`src/ffba_pkg.sv`:
```
`timescale 1ns / 1ps
`default_nettype none

package ffba_pkg;

   localparam int FREE_ENTRIES = 16;
   localparam int HEAP_BYTES   = 1048576;
   localparam int ALIGN_BYTES  = 16;

   localparam int OFF_W  = 20;
   localparam int SIZE_W = 21;
   localparam int NEED_W = SIZE_W + 1;
   localparam int END_W  = SIZE_W + 2;
   localparam int IDX_W  = $clog2(FREE_ENTRIES);
   localparam int CNT_W  = $clog2(FREE_ENTRIES + 1);
   localparam int ADDR_W = 3;
   localparam int DATA_W = 32;

   localparam logic [SIZE_W-1:0] LIMIT_MAX  = SIZE_W'(HEAP_BYTES);
   localparam logic [NEED_W-1:0] ALIGN_MASK = NEED_W'(ALIGN_BYTES - 1);
   localparam logic [SIZE_W-1:0] LIMIT_RST  = SIZE_W'(1048576);

   localparam logic CMD_ALLOC = 1'b0;
   localparam logic CMD_FREE  = 1'b1;

   localparam logic [1:0] STATUS_OK      = 2'd0;
   localparam logic [1:0] STATUS_NOSPACE = 2'd1;
   localparam logic [1:0] STATUS_DROPPED = 2'd2;

   localparam logic REG_HEAP_LIMIT = 1'b0;

   typedef struct packed {
      logic              cmd;
      logic [SIZE_W-1:0] request_length;
      logic [OFF_W-1:0]  release_offset;
      logic [SIZE_W-1:0] release_length;
   } req_type;

   typedef struct packed {
      logic [OFF_W-1:0]  block_offset;
      logic [SIZE_W-1:0] block_capacity;
      logic              reused;
      logic [1:0]        status;
   } rsp_type;

   typedef struct packed {
      logic [OFF_W-1:0]  start;
      logic [SIZE_W-1:0] size;
   } entry_type;

   typedef enum logic [2:0] {
      ST_IDLE,
      ST_SCAN,
      ST_MOVE,
      ST_CARVE,
      ST_DONE
   } state_type;

endpackage

`default_nettype wire

```
`src/first_fit_block_allocator.sv`:
```
// First-fit heap block allocator with a 16-entry free list.
// Request channel (req_valid/req_stall/req_data): one beat is an allocate or a
// free command. Response channel (rsp_valid/rsp_stall/rsp_data): exactly one
// beat per request, in request order.
// Config port (APB style, pready tied high): heap_limit at byte address 0.
// Write it only while the block is idle.
// Flow: a request is registered when taken, then the free list is scanned one
// entry per cycle through the single read port of the list RAM, whose read
// data is registered. An allocate hit then moves the last entry into the
// vacated slot; a miss instead carves at the heap top. A zero-length free
// skips the scan and goes straight to the response. req_stall is high while
// a request is in progress.
// The response sits in an output register; a new request is accepted while it
// waits. If rsp_stall holds the previous beat, the finished result waits in
// the final state until the register frees up.
// Reset (synchronous): empty free list, heap top 0, heap_limit 1048576. The
// list RAM itself is not cleared; only entries below the count are read.
`timescale 1ns / 1ps
`default_nettype none

module first_fit_block_allocator
   import ffba_pkg::*;
(
   input  wire logic              clock,
   input  wire logic              reset,
   input  wire logic              req_valid,
   output logic                   req_stall,
   input  wire req_type           req_data,
   output logic                   rsp_valid,
   input  wire logic              rsp_stall,
   output rsp_type                rsp_data,
   input  wire logic              psel,
   input  wire logic              penable,
   input  wire logic              pwrite,
   input  wire logic [ADDR_W-1:0] paddr,
   input  wire logic [DATA_W-1:0] pwdata,
   output logic [DATA_W-1:0]      prdata,
   output logic                   pready
);

   entry_type mem [FREE_ENTRIES];

   state_type         state_ff, state_in;
   req_type           req_ff, req_in;
   logic [NEED_W-1:0] need_ff, need_in;
   logic [CNT_W-1:0]  scan_idx_ff, scan_idx_in;
   logic              chk_vld_ff, chk_vld_in;
   logic [IDX_W-1:0]  chk_idx_ff, chk_idx_in;
   logic [IDX_W-1:0]  hit_idx_ff, hit_idx_in;
   logic [CNT_W-1:0]  count_ff, count_in;
   logic [SIZE_W-1:0] heap_top_ff, heap_top_in;
   logic [SIZE_W-1:0] heap_limit_ff, heap_limit_in;
   rsp_type           res_ff, res_in;
   logic              rsp_valid_ff, rsp_valid_in;
   rsp_type           rsp_data_ff, rsp_data_in;
   entry_type         rd_ff;

   logic [IDX_W-1:0]  rd_addr;
   logic              mem_we;
   logic [IDX_W-1:0]  mem_waddr;
   entry_type         mem_wdata;

   logic              cfg_wr;
   logic              hit;
   logic              adj_below;
   logic              adj_above;
   logic [NEED_W-1:0] blk_end;
   logic [NEED_W-1:0] rel_end;
   logic [NEED_W-1:0] sum_raw;
   logic [SIZE_W-1:0] sum_sat;
   logic [END_W-1:0]  carve_end;
   logic [SIZE_W-1:0] limit;
   logic [CNT_W-1:0]  last_cnt;
   logic [NEED_W-1:0] need_raw;

   assign pready    = 1'b1;
   assign cfg_wr    = psel && penable && pwrite;
   assign prdata    = (paddr[2] == REG_HEAP_LIMIT)
                      ? DATA_W'(heap_limit_ff) : '0;
   assign req_stall = (state_ff != ST_IDLE);
   assign rsp_valid = rsp_valid_ff;
   assign rsp_data  = rsp_data_ff;

   assign blk_end   = {2'b00, rd_ff.start} + {1'b0, rd_ff.size};
   assign rel_end   = {2'b00, req_ff.release_offset} + {1'b0, req_ff.release_length};
   assign sum_raw   = {1'b0, rd_ff.size} + {1'b0, req_ff.release_length};
   assign sum_sat   = sum_raw[SIZE_W] ? '1 : sum_raw[SIZE_W-1:0];
   assign adj_below = (blk_end == {2'b00, req_ff.release_offset});
   assign adj_above = (rel_end == {2'b00, rd_ff.start});
   assign carve_end = {2'b00, heap_top_ff} + {1'b0, need_ff};
   assign limit     = (heap_limit_ff < LIMIT_MAX) ? heap_limit_ff : LIMIT_MAX;
   assign last_cnt  = count_ff - CNT_W'(1);
   assign need_raw  = ({1'b0, req_data.request_length} + ALIGN_MASK) & ~ALIGN_MASK;

   always_comb begin
      if (req_ff.cmd == CMD_ALLOC) begin
         hit = chk_vld_ff && ({1'b0, rd_ff.size} >= need_ff);
      end else begin
         hit = chk_vld_ff && (adj_below || adj_above);
      end
   end

   always_comb begin
      state_in      = state_ff;
      req_in        = req_ff;
      need_in       = need_ff;
      scan_idx_in   = scan_idx_ff;
      chk_vld_in    = 1'b0;
      chk_idx_in    = chk_idx_ff;
      hit_idx_in    = hit_idx_ff;
      count_in      = count_ff;
      heap_top_in   = heap_top_ff;
      heap_limit_in = heap_limit_ff;
      res_in        = res_ff;
      rsp_valid_in  = rsp_valid_ff && rsp_stall;
      rsp_data_in   = rsp_data_ff;
      rd_addr       = scan_idx_ff[IDX_W-1:0];
      mem_we        = 1'b0;
      mem_waddr     = chk_idx_ff;
      mem_wdata     = rd_ff;

      if (cfg_wr && (paddr[2] == REG_HEAP_LIMIT)) begin
         heap_limit_in = pwdata[SIZE_W-1:0];
      end

      unique case (state_ff)
         ST_IDLE: begin
            if (req_valid) begin
               req_in      = req_data;
               need_in     = need_raw;
               scan_idx_in = '0;
               res_in      = '0;
               if ((req_data.cmd == CMD_FREE) && (req_data.release_length == '0)) begin
                  state_in = ST_DONE;
               end else begin
                  state_in = ST_SCAN;
               end
            end
         end
         ST_SCAN: begin
            if (hit) begin
               if (req_ff.cmd == CMD_ALLOC) begin
                  res_in.block_offset   = rd_ff.start;
                  res_in.block_capacity = rd_ff.size;
                  res_in.reused         = 1'b1;
                  res_in.status         = STATUS_OK;
                  rd_addr               = last_cnt[IDX_W-1:0];
                  hit_idx_in            = chk_idx_ff;
                  state_in              = ST_MOVE;
               end else begin
                  mem_we         = 1'b1;
                  mem_waddr      = chk_idx_ff;
                  mem_wdata.size = sum_sat;
                  if (adj_below) begin
                     mem_wdata.start = rd_ff.start;
                  end else begin
                     mem_wdata.start = req_ff.release_offset;
                  end
                  state_in = ST_DONE;
               end
            end else if (scan_idx_ff < count_ff) begin
               rd_addr     = scan_idx_ff[IDX_W-1:0];
               chk_vld_in  = 1'b1;
               chk_idx_in  = scan_idx_ff[IDX_W-1:0];
               scan_idx_in = scan_idx_ff + CNT_W'(1);
            end else if (req_ff.cmd == CMD_ALLOC) begin
               state_in = ST_CARVE;
            end else begin
               if (count_ff < CNT_W'(FREE_ENTRIES)) begin
                  mem_we          = 1'b1;
                  mem_waddr       = count_ff[IDX_W-1:0];
                  mem_wdata.start = req_ff.release_offset;
                  mem_wdata.size  = req_ff.release_length;
                  count_in        = count_ff + CNT_W'(1);
               end else begin
                  res_in.status = STATUS_DROPPED;
               end
               state_in = ST_DONE;
            end
         end
         ST_MOVE: begin
            mem_we    = 1'b1;
            mem_waddr = hit_idx_ff;
            mem_wdata = rd_ff;
            count_in  = last_cnt;
            state_in  = ST_DONE;
         end
         ST_CARVE: begin
            if (carve_end > {2'b00, limit}) begin
               res_in.status = STATUS_NOSPACE;
            end else begin
               res_in.block_offset   = heap_top_ff[OFF_W-1:0];
               res_in.block_capacity = need_ff[SIZE_W-1:0];
               res_in.reused         = 1'b0;
               res_in.status         = STATUS_OK;
               heap_top_in           = carve_end[SIZE_W-1:0];
            end
            state_in = ST_DONE;
         end
         ST_DONE: begin
            if (!rsp_valid_ff || !rsp_stall) begin
               rsp_valid_in = 1'b1;
               rsp_data_in  = res_ff;
               state_in     = ST_IDLE;
            end
         end
         default: begin
            state_in = ST_IDLE;
         end
      endcase
   end

   always_ff @(posedge clock) begin
      if (reset) begin
         state_ff      <= ST_IDLE;
         chk_vld_ff    <= 1'b0;
         count_ff      <= '0;
         heap_top_ff   <= '0;
         heap_limit_ff <= LIMIT_RST;
         rsp_valid_ff  <= 1'b0;
      end else begin
         state_ff      <= state_in;
         chk_vld_ff    <= chk_vld_in;
         count_ff      <= count_in;
         heap_top_ff   <= heap_top_in;
         heap_limit_ff <= heap_limit_in;
         rsp_valid_ff  <= rsp_valid_in;
      end
   end

   always_ff @(posedge clock) begin
      req_ff      <= req_in;
      need_ff     <= need_in;
      scan_idx_ff <= scan_idx_in;
      chk_idx_ff  <= chk_idx_in;
      hit_idx_ff  <= hit_idx_in;
      res_ff      <= res_in;
      rsp_data_ff <= rsp_data_in;
   end

   always_ff @(posedge clock) begin
      if (mem_we) begin
         mem[mem_waddr] <= mem_wdata;
      end
      rd_ff <= mem[rd_addr];
   end

endmodule

`default_nettype wire

```
`config.mk`:
```
export PLATFORM = sky130hd
export DESIGN_NAME = first_fit_block_allocator
export DESIGN_NICKNAME = d
export VERILOG_FILES = /design/src/ffba_pkg.sv /design/src/first_fit_block_allocator.sv
export SDC_FILE = /design/constraint.sdc
export NUM_CORES = 1
export LEC_CHECK = 0
export ABC_AREA = 1
export BUFFER_PORTS_ARGS = -buffer_cell sky130_fd_sc_hd__buf_2
export CAP_MARGIN = 20
export CELL_PAD_IN_SITES_DETAIL_PLACEMENT = 2
export CELL_PAD_IN_SITES_GLOBAL_PLACEMENT = 2
export CORE_MARGIN = 2
export CORE_UTILIZATION = 45
export DETAILED_ROUTE_END_ITERATION = 12
export PLACE_DENSITY = 0.95
export SLEW_MARGIN = 20
export SYNTH_ARGS = -nofsm -noshare
export SYNTH_HDL_FRONTEND = slang
export SYNTH_SLANG_ARGS = --single-unit
```
`constraint.sdc`:
```
create_clock -name clock -period 11.7 [get_ports clock]
set_clock_uncertainty 0.2 [all_clocks]
set_input_delay 0 -clock clock [delete_from_list [all_inputs] [get_ports clock]]
set_output_delay 0 -clock clock [all_outputs]
set_load 0.02 [all_outputs]
```
==> flow_summary_export.csv, run 1 <==
group,metric,value,unit
synth,synthArstFlopShare,0,%
global_routing,grt_max_degree,246,
synth,synth_edf_count,817,
cts,htree_levels,3,
placed_design,finalWeightedCongestion,0.925,
synth,syn_area,42200,um^2
floorplanning,ios,184,
floorplanning,die_w,310,um
synth,synthTopCellsByArea,"edfxtp_1, o211ai_1, nand2_1",
placed_design,placed_cell_area,44300,um^2
synth,syn_avg_cell_area,11.0,um^2
cts,cts_root_buffer,"clkbuf_16",
global_routing,grt_overflow,20,
floorplanning,die_y,310,um
synth,yosysTopAreaCell,"edfxtp_1",
synth,synth_ff_type,"edfxtp_1",
global_routing,antenna_found_initial,93,
status,status,"did not finish",
placed_design,post-dp-hpwl,121000,um
floorplanning,start_util,45.3,%
cts,clk_path_buf_depth,3,
global_routing,groute.usage.overall,78.8,%
synth,syn_inst,3843,
synth,ys.warnings.count,0,
cts,numClockSinks,906,
status,first-error,"[ERROR GRT-0232] Routing congestion too high. Check the congestion heatmap in the GUI.",
synth,yosysMostFrequentCell,"edfxtp_1",
synth,synth-seq-cells,906,
placed_design,portBuffers,158,
synth,ys_types,60,
synth,ys_seq_area_share,62.3,%
status,lastStage,"global routing (5_1_grt)",
cts,cts_resized,0,
cts,numCtsBuffers,97,
floorplanning,rows,112,
synth,synthTopCellsByCount,"edfxtp_1, nand2_1, nor2_1, o21ai_0, o211ai_1",
synth,synth_top_area_share,58.1,%
## layer usage
metal	GRT overflow	GRT usage, %
met1	0	78.4
met2	4	90.4
met3	3	69.1
met4	13	75.6
met5	0	56.1
## cell families after synthesis
group                    share of synthesized area (%)
AO/OA/AOI/OAI                                     14.2
XOR/XNOR                                          1.83
adder cells (fa/ha/maj)                           3.72
buffers and inverters                             4.59
flip-flops                                        62.3
other                                           0.0178
AND/OR/NAND/NOR                                   13.3
## metrics by stage
step | utilization (%) | setup WS, ps | instances
detailed placement | 47.6 | 5560 | 5115
floorplan | - | 4830 | 3853
global placement | 47.6 | 6160 | 5114
CTS | 53.0 | 5060 | 5481
## timing repair
item | in CTS
buffers inserted | 0
endpoints found under the hold margin | 147
hold buffers | 186
endpoints found under the setup margin | 0
==> run 2, diff against run 1 <==
--- a/config.mk
+++ b/config.mk
@@ -8,12 +8,10 @@
 export ABC_AREA = 1
 export BUFFER_PORTS_ARGS = -buffer_cell sky130_fd_sc_hd__buf_2
 export CAP_MARGIN = 20
-export CELL_PAD_IN_SITES_DETAIL_PLACEMENT = 2
-export CELL_PAD_IN_SITES_GLOBAL_PLACEMENT = 2
 export CORE_MARGIN = 2
-export CORE_UTILIZATION = 45
+export CORE_UTILIZATION = 40
 export DETAILED_ROUTE_END_ITERATION = 12
-export PLACE_DENSITY = 0.95
+export PLACE_DENSITY_LB_ADDON = 0.15
 export SLEW_MARGIN = 20
 export SYNTH_ARGS = -nofsm -noshare
 export SYNTH_HDL_FRONTEND = slang
==> flow_summary_export.csv, run 2 <==
group,metric,value,unit
global_routing,groute.usage.overall,23.4,%
setup_path,crit_type,"flop to flop",
floorplanning,dieArea,108000,um^2
power_and_ir_drop,cellLeakagePower,0.0183,uW
global_routing,grt_overflow,0,
floorplanning,die_y,329,um
final_layout,mostFrequentLayoutCells,"edfxtp_1, nand2_1, o21ai_0, nor2_1, o211ai_1",
setup_path,crit_buf_inv,2,
timing,slew_violations,0,
drt,wl,129000,um
hold_path,hold_path.class,"primary input to flop",
cts,cts_tree,"yes",
drt,final_antenna_net_count,0,
timing,slew_headroom,30.6,%
global_routing,globalRouteMet2Util,39.6,%
power_and_ir_drop,power.switching,5640,uW
drt,firstDrtPassIters,6,
setup_path,crit_fanout,20,
synth,ys_types,60,
synth,ys.warnings.count,0,
drt,route.detailed.drc,0,
synth,syn_area,42200,um^2
placed_design,portBuffers,158,
synth,synth_edf_count,817,
floorplanning,rows,119,
synth,synth_ff_type,"edfxtp_1",
setup_path,crit_chain,"ha_1 > inv_1 > fa_1 > nor3_1 > nor2_1 > o21ai_0 > a21oi_1 > o21ai_0 > a31oi_1 > o21ai_0 > xor2_1 > ha_1 > nand2_1 > nor3_1 > nand3_1 > nor4_1 > nand2_1 > nand2_1 > nand2_1 > inv_1 > o21ai_0 > a21oi_1",
hold_path,hold_depth,4,
synth,syn_avg_cell_area,11.0,um^2
final_layout,drive_gt1_share,12.1,%
status,status,"complete, no violations",
timing,worst_slack,6010,ps
setup_path,critPathMaxStageDelay,570,ps
drt,vias,30700,
synth,synthArstFlopShare,0,%
timing,hold_viol_final,0,
global_routing,grt_max_degree,152,
cts,clk_path_buf_depth,3,
global_routing,globalRouteMet3Util,3.02,%
global_routing,grt_pass1_vias,29200,
power_and_ir_drop,internal_power,7900,uW
final_layout,area.sequential,26300,um^2
synth,synthTopCellsByArea,"edfxtp_1, o211ai_1, nand2_1",
cts,cts_root_buffer,"clkbuf_16",
power_and_ir_drop,power.total,13500,uW
placed_design,placedCellCount,5260,
floorplanning,ios,184,
timing,worstMarginPinSlew,1040,ps
final_layout,syn_to_final_growth,17.9,%
timing,setup-violations-final,0,
drt,wire_per_inst,22.8,um
cts,numCtsBuffers,98,
final_layout,layout.nets,4400,
power_and_ir_drop,power_frac_seq,36.6,%
setup_path,cp-end-kind,"flop",
power_and_ir_drop,p_per_area,272,nW/um^2
global_routing,grt_pass1_wl,187000,um
timing,layout_min_cycle_time,5690,ps
placed_design,post-dp-hpwl,75900,um
floorplanning,die_w,329,um
setup_path,crit_family,"simple AND/OR/NAND/NOR gates",
final_layout,multi_input_area,14200,um^2
power_and_ir_drop,combPwrFrac,40.9,%
timing,post-route-period-util,48.6,%
synth,yosysTopAreaCell,"edfxtp_1",
global_routing,grt-busiest-layer,"met2",
cts,clkLatencyLatePin,710,ps
setup_path,crit_cells,22,
placed_design,finalWeightedCongestion,0.914,
cts,numClockSinks,906,
global_routing,antenna_found_initial,3,
synth,synth_top_area_share,58.1,%
drt,avgViaCountPerCell,5.43,
final_layout,largest_reg_flops,656,
final_layout,num-fill-cells,9474,
cts,clkSlewWorstSetupHoldPaths,60,ps
power_and_ir_drop,switching_share,41.6,%
power_and_ir_drop,peakVddDrop,152,uV
floorplanning,core-area,105000,um^2
cts,cts_resized,0,
timing,finalSetupTns,0,ps
synth,synth-seq-cells,906,
placed_design,place_ws,6090,ps
final_layout,top_register,"mem",
final_layout,final_common_cell,"edfxtp_1",
setup_path,cp_data_required_time,12110,ps
setup_path,cp_slowest_cell,"inv_1",
synth,ys_seq_area_share,62.3,%
job,drv_cap,0,
timing,rsz0062_at_grt,"no",
timing,holdWs,78.2,ps
global_routing,met1_usage,31.2,%
synth,synthTopCellsByCount,"edfxtp_1, nand2_1, nor2_1, o21ai_0, o211ai_1",
synth,syn_inst,3843,
timing,fmax,176,MHz
setup_path,crit_arrival,6090,ps
cts,htree_levels,3,
setup_path,r2r_cells,22,
drt,drtIter0Drc,2586,
setup_path,cp-start-kind,"flop",
synth,yosysMostFrequentCell,"edfxtp_1",
final_layout,final_cells,5650,
power_and_ir_drop,clkPwrFrac,22.5,%
floorplanning,start_util,40.2,%
run 2: final timing paths:
path                                    from              end  slack [ps]
worst max-delay path              need_ff[4]  heap_top_ff[20]        6010
worst min register to register    res_ff[30]     rsp_data[30]         210
worst min-delay path            req_data[52]      need_ff[11]          80
worst max register to register    need_ff[4]  heap_top_ff[20]        6010
run 2: repair_timing:
| item | in CTS | in global routing |
|---|---|---|
| setup buffers | 0 | 0 |
| hold endpoints to repair | 159 | 0 |
| hold buffers | 201 | 0 |
| setup endpoints to repair | 0 | 0 |
run 2: tightest hold or removal path, stage by stage:
cell and delay (ps):
dlygate4sd3_1 520, buf_2 110, a31oi_1 40, nor2_1 160
run 2: layout make-up:
class                   count  share of cell area [%]
repair buffers            417                    6.53
clock inverters            49                    1.08
inverters                 283                    2.16
clock buffers             137                    5.36
flip-flops and latches    906                    52.9
diodes                      1                 0.00503
multi-input cells        2466                    28.5
well taps                1391                    3.50
run 2: logic make-up (layout without fill, tap and decap cells):
kind of cell             Yosys count  in the layout  share of synthesized area (%)
flip-flops                       906            906                           62.3
other                              2             13                         0.0178
buffers and inverters            481            886                           4.59
AO/OA/AOI/OAI                    959            959                           14.2
adder cells (fa/ha/maj)          123            123                           3.72
AND/OR/NAND/NOR                 1284           1284                           13.3
XOR/XNOR                          88             88                           1.83
run 2: routing by layer:
layer,share of wire [%],wire length (um)
met5,0,0
met4,2.9,3720
met3,4.9,6360
met2,48,62000
met1,44,56600
run 2: power by group through the flow:
stage               combinational (uW)  clock, uW  sequential, uW
floorplan                         3630          0            4820
finish                            5530       3050            4950
global placement                  5360          0            5000
global route                      6120       3250            4970
CTS                               5500       3110            4940
detailed placement                5430          0            5010
run 2: stage by stage:
step,util [%],cell area (um^2)
3_3_place_gp,42.4,44500
2_1_floorplan,-,42200
5_1_grt,47.4,49800
3_5_place_dp,42.4,44500
4_1_cts,47.4,49800
6_report,47.4,49800
(Power assumes the default switching activity.)
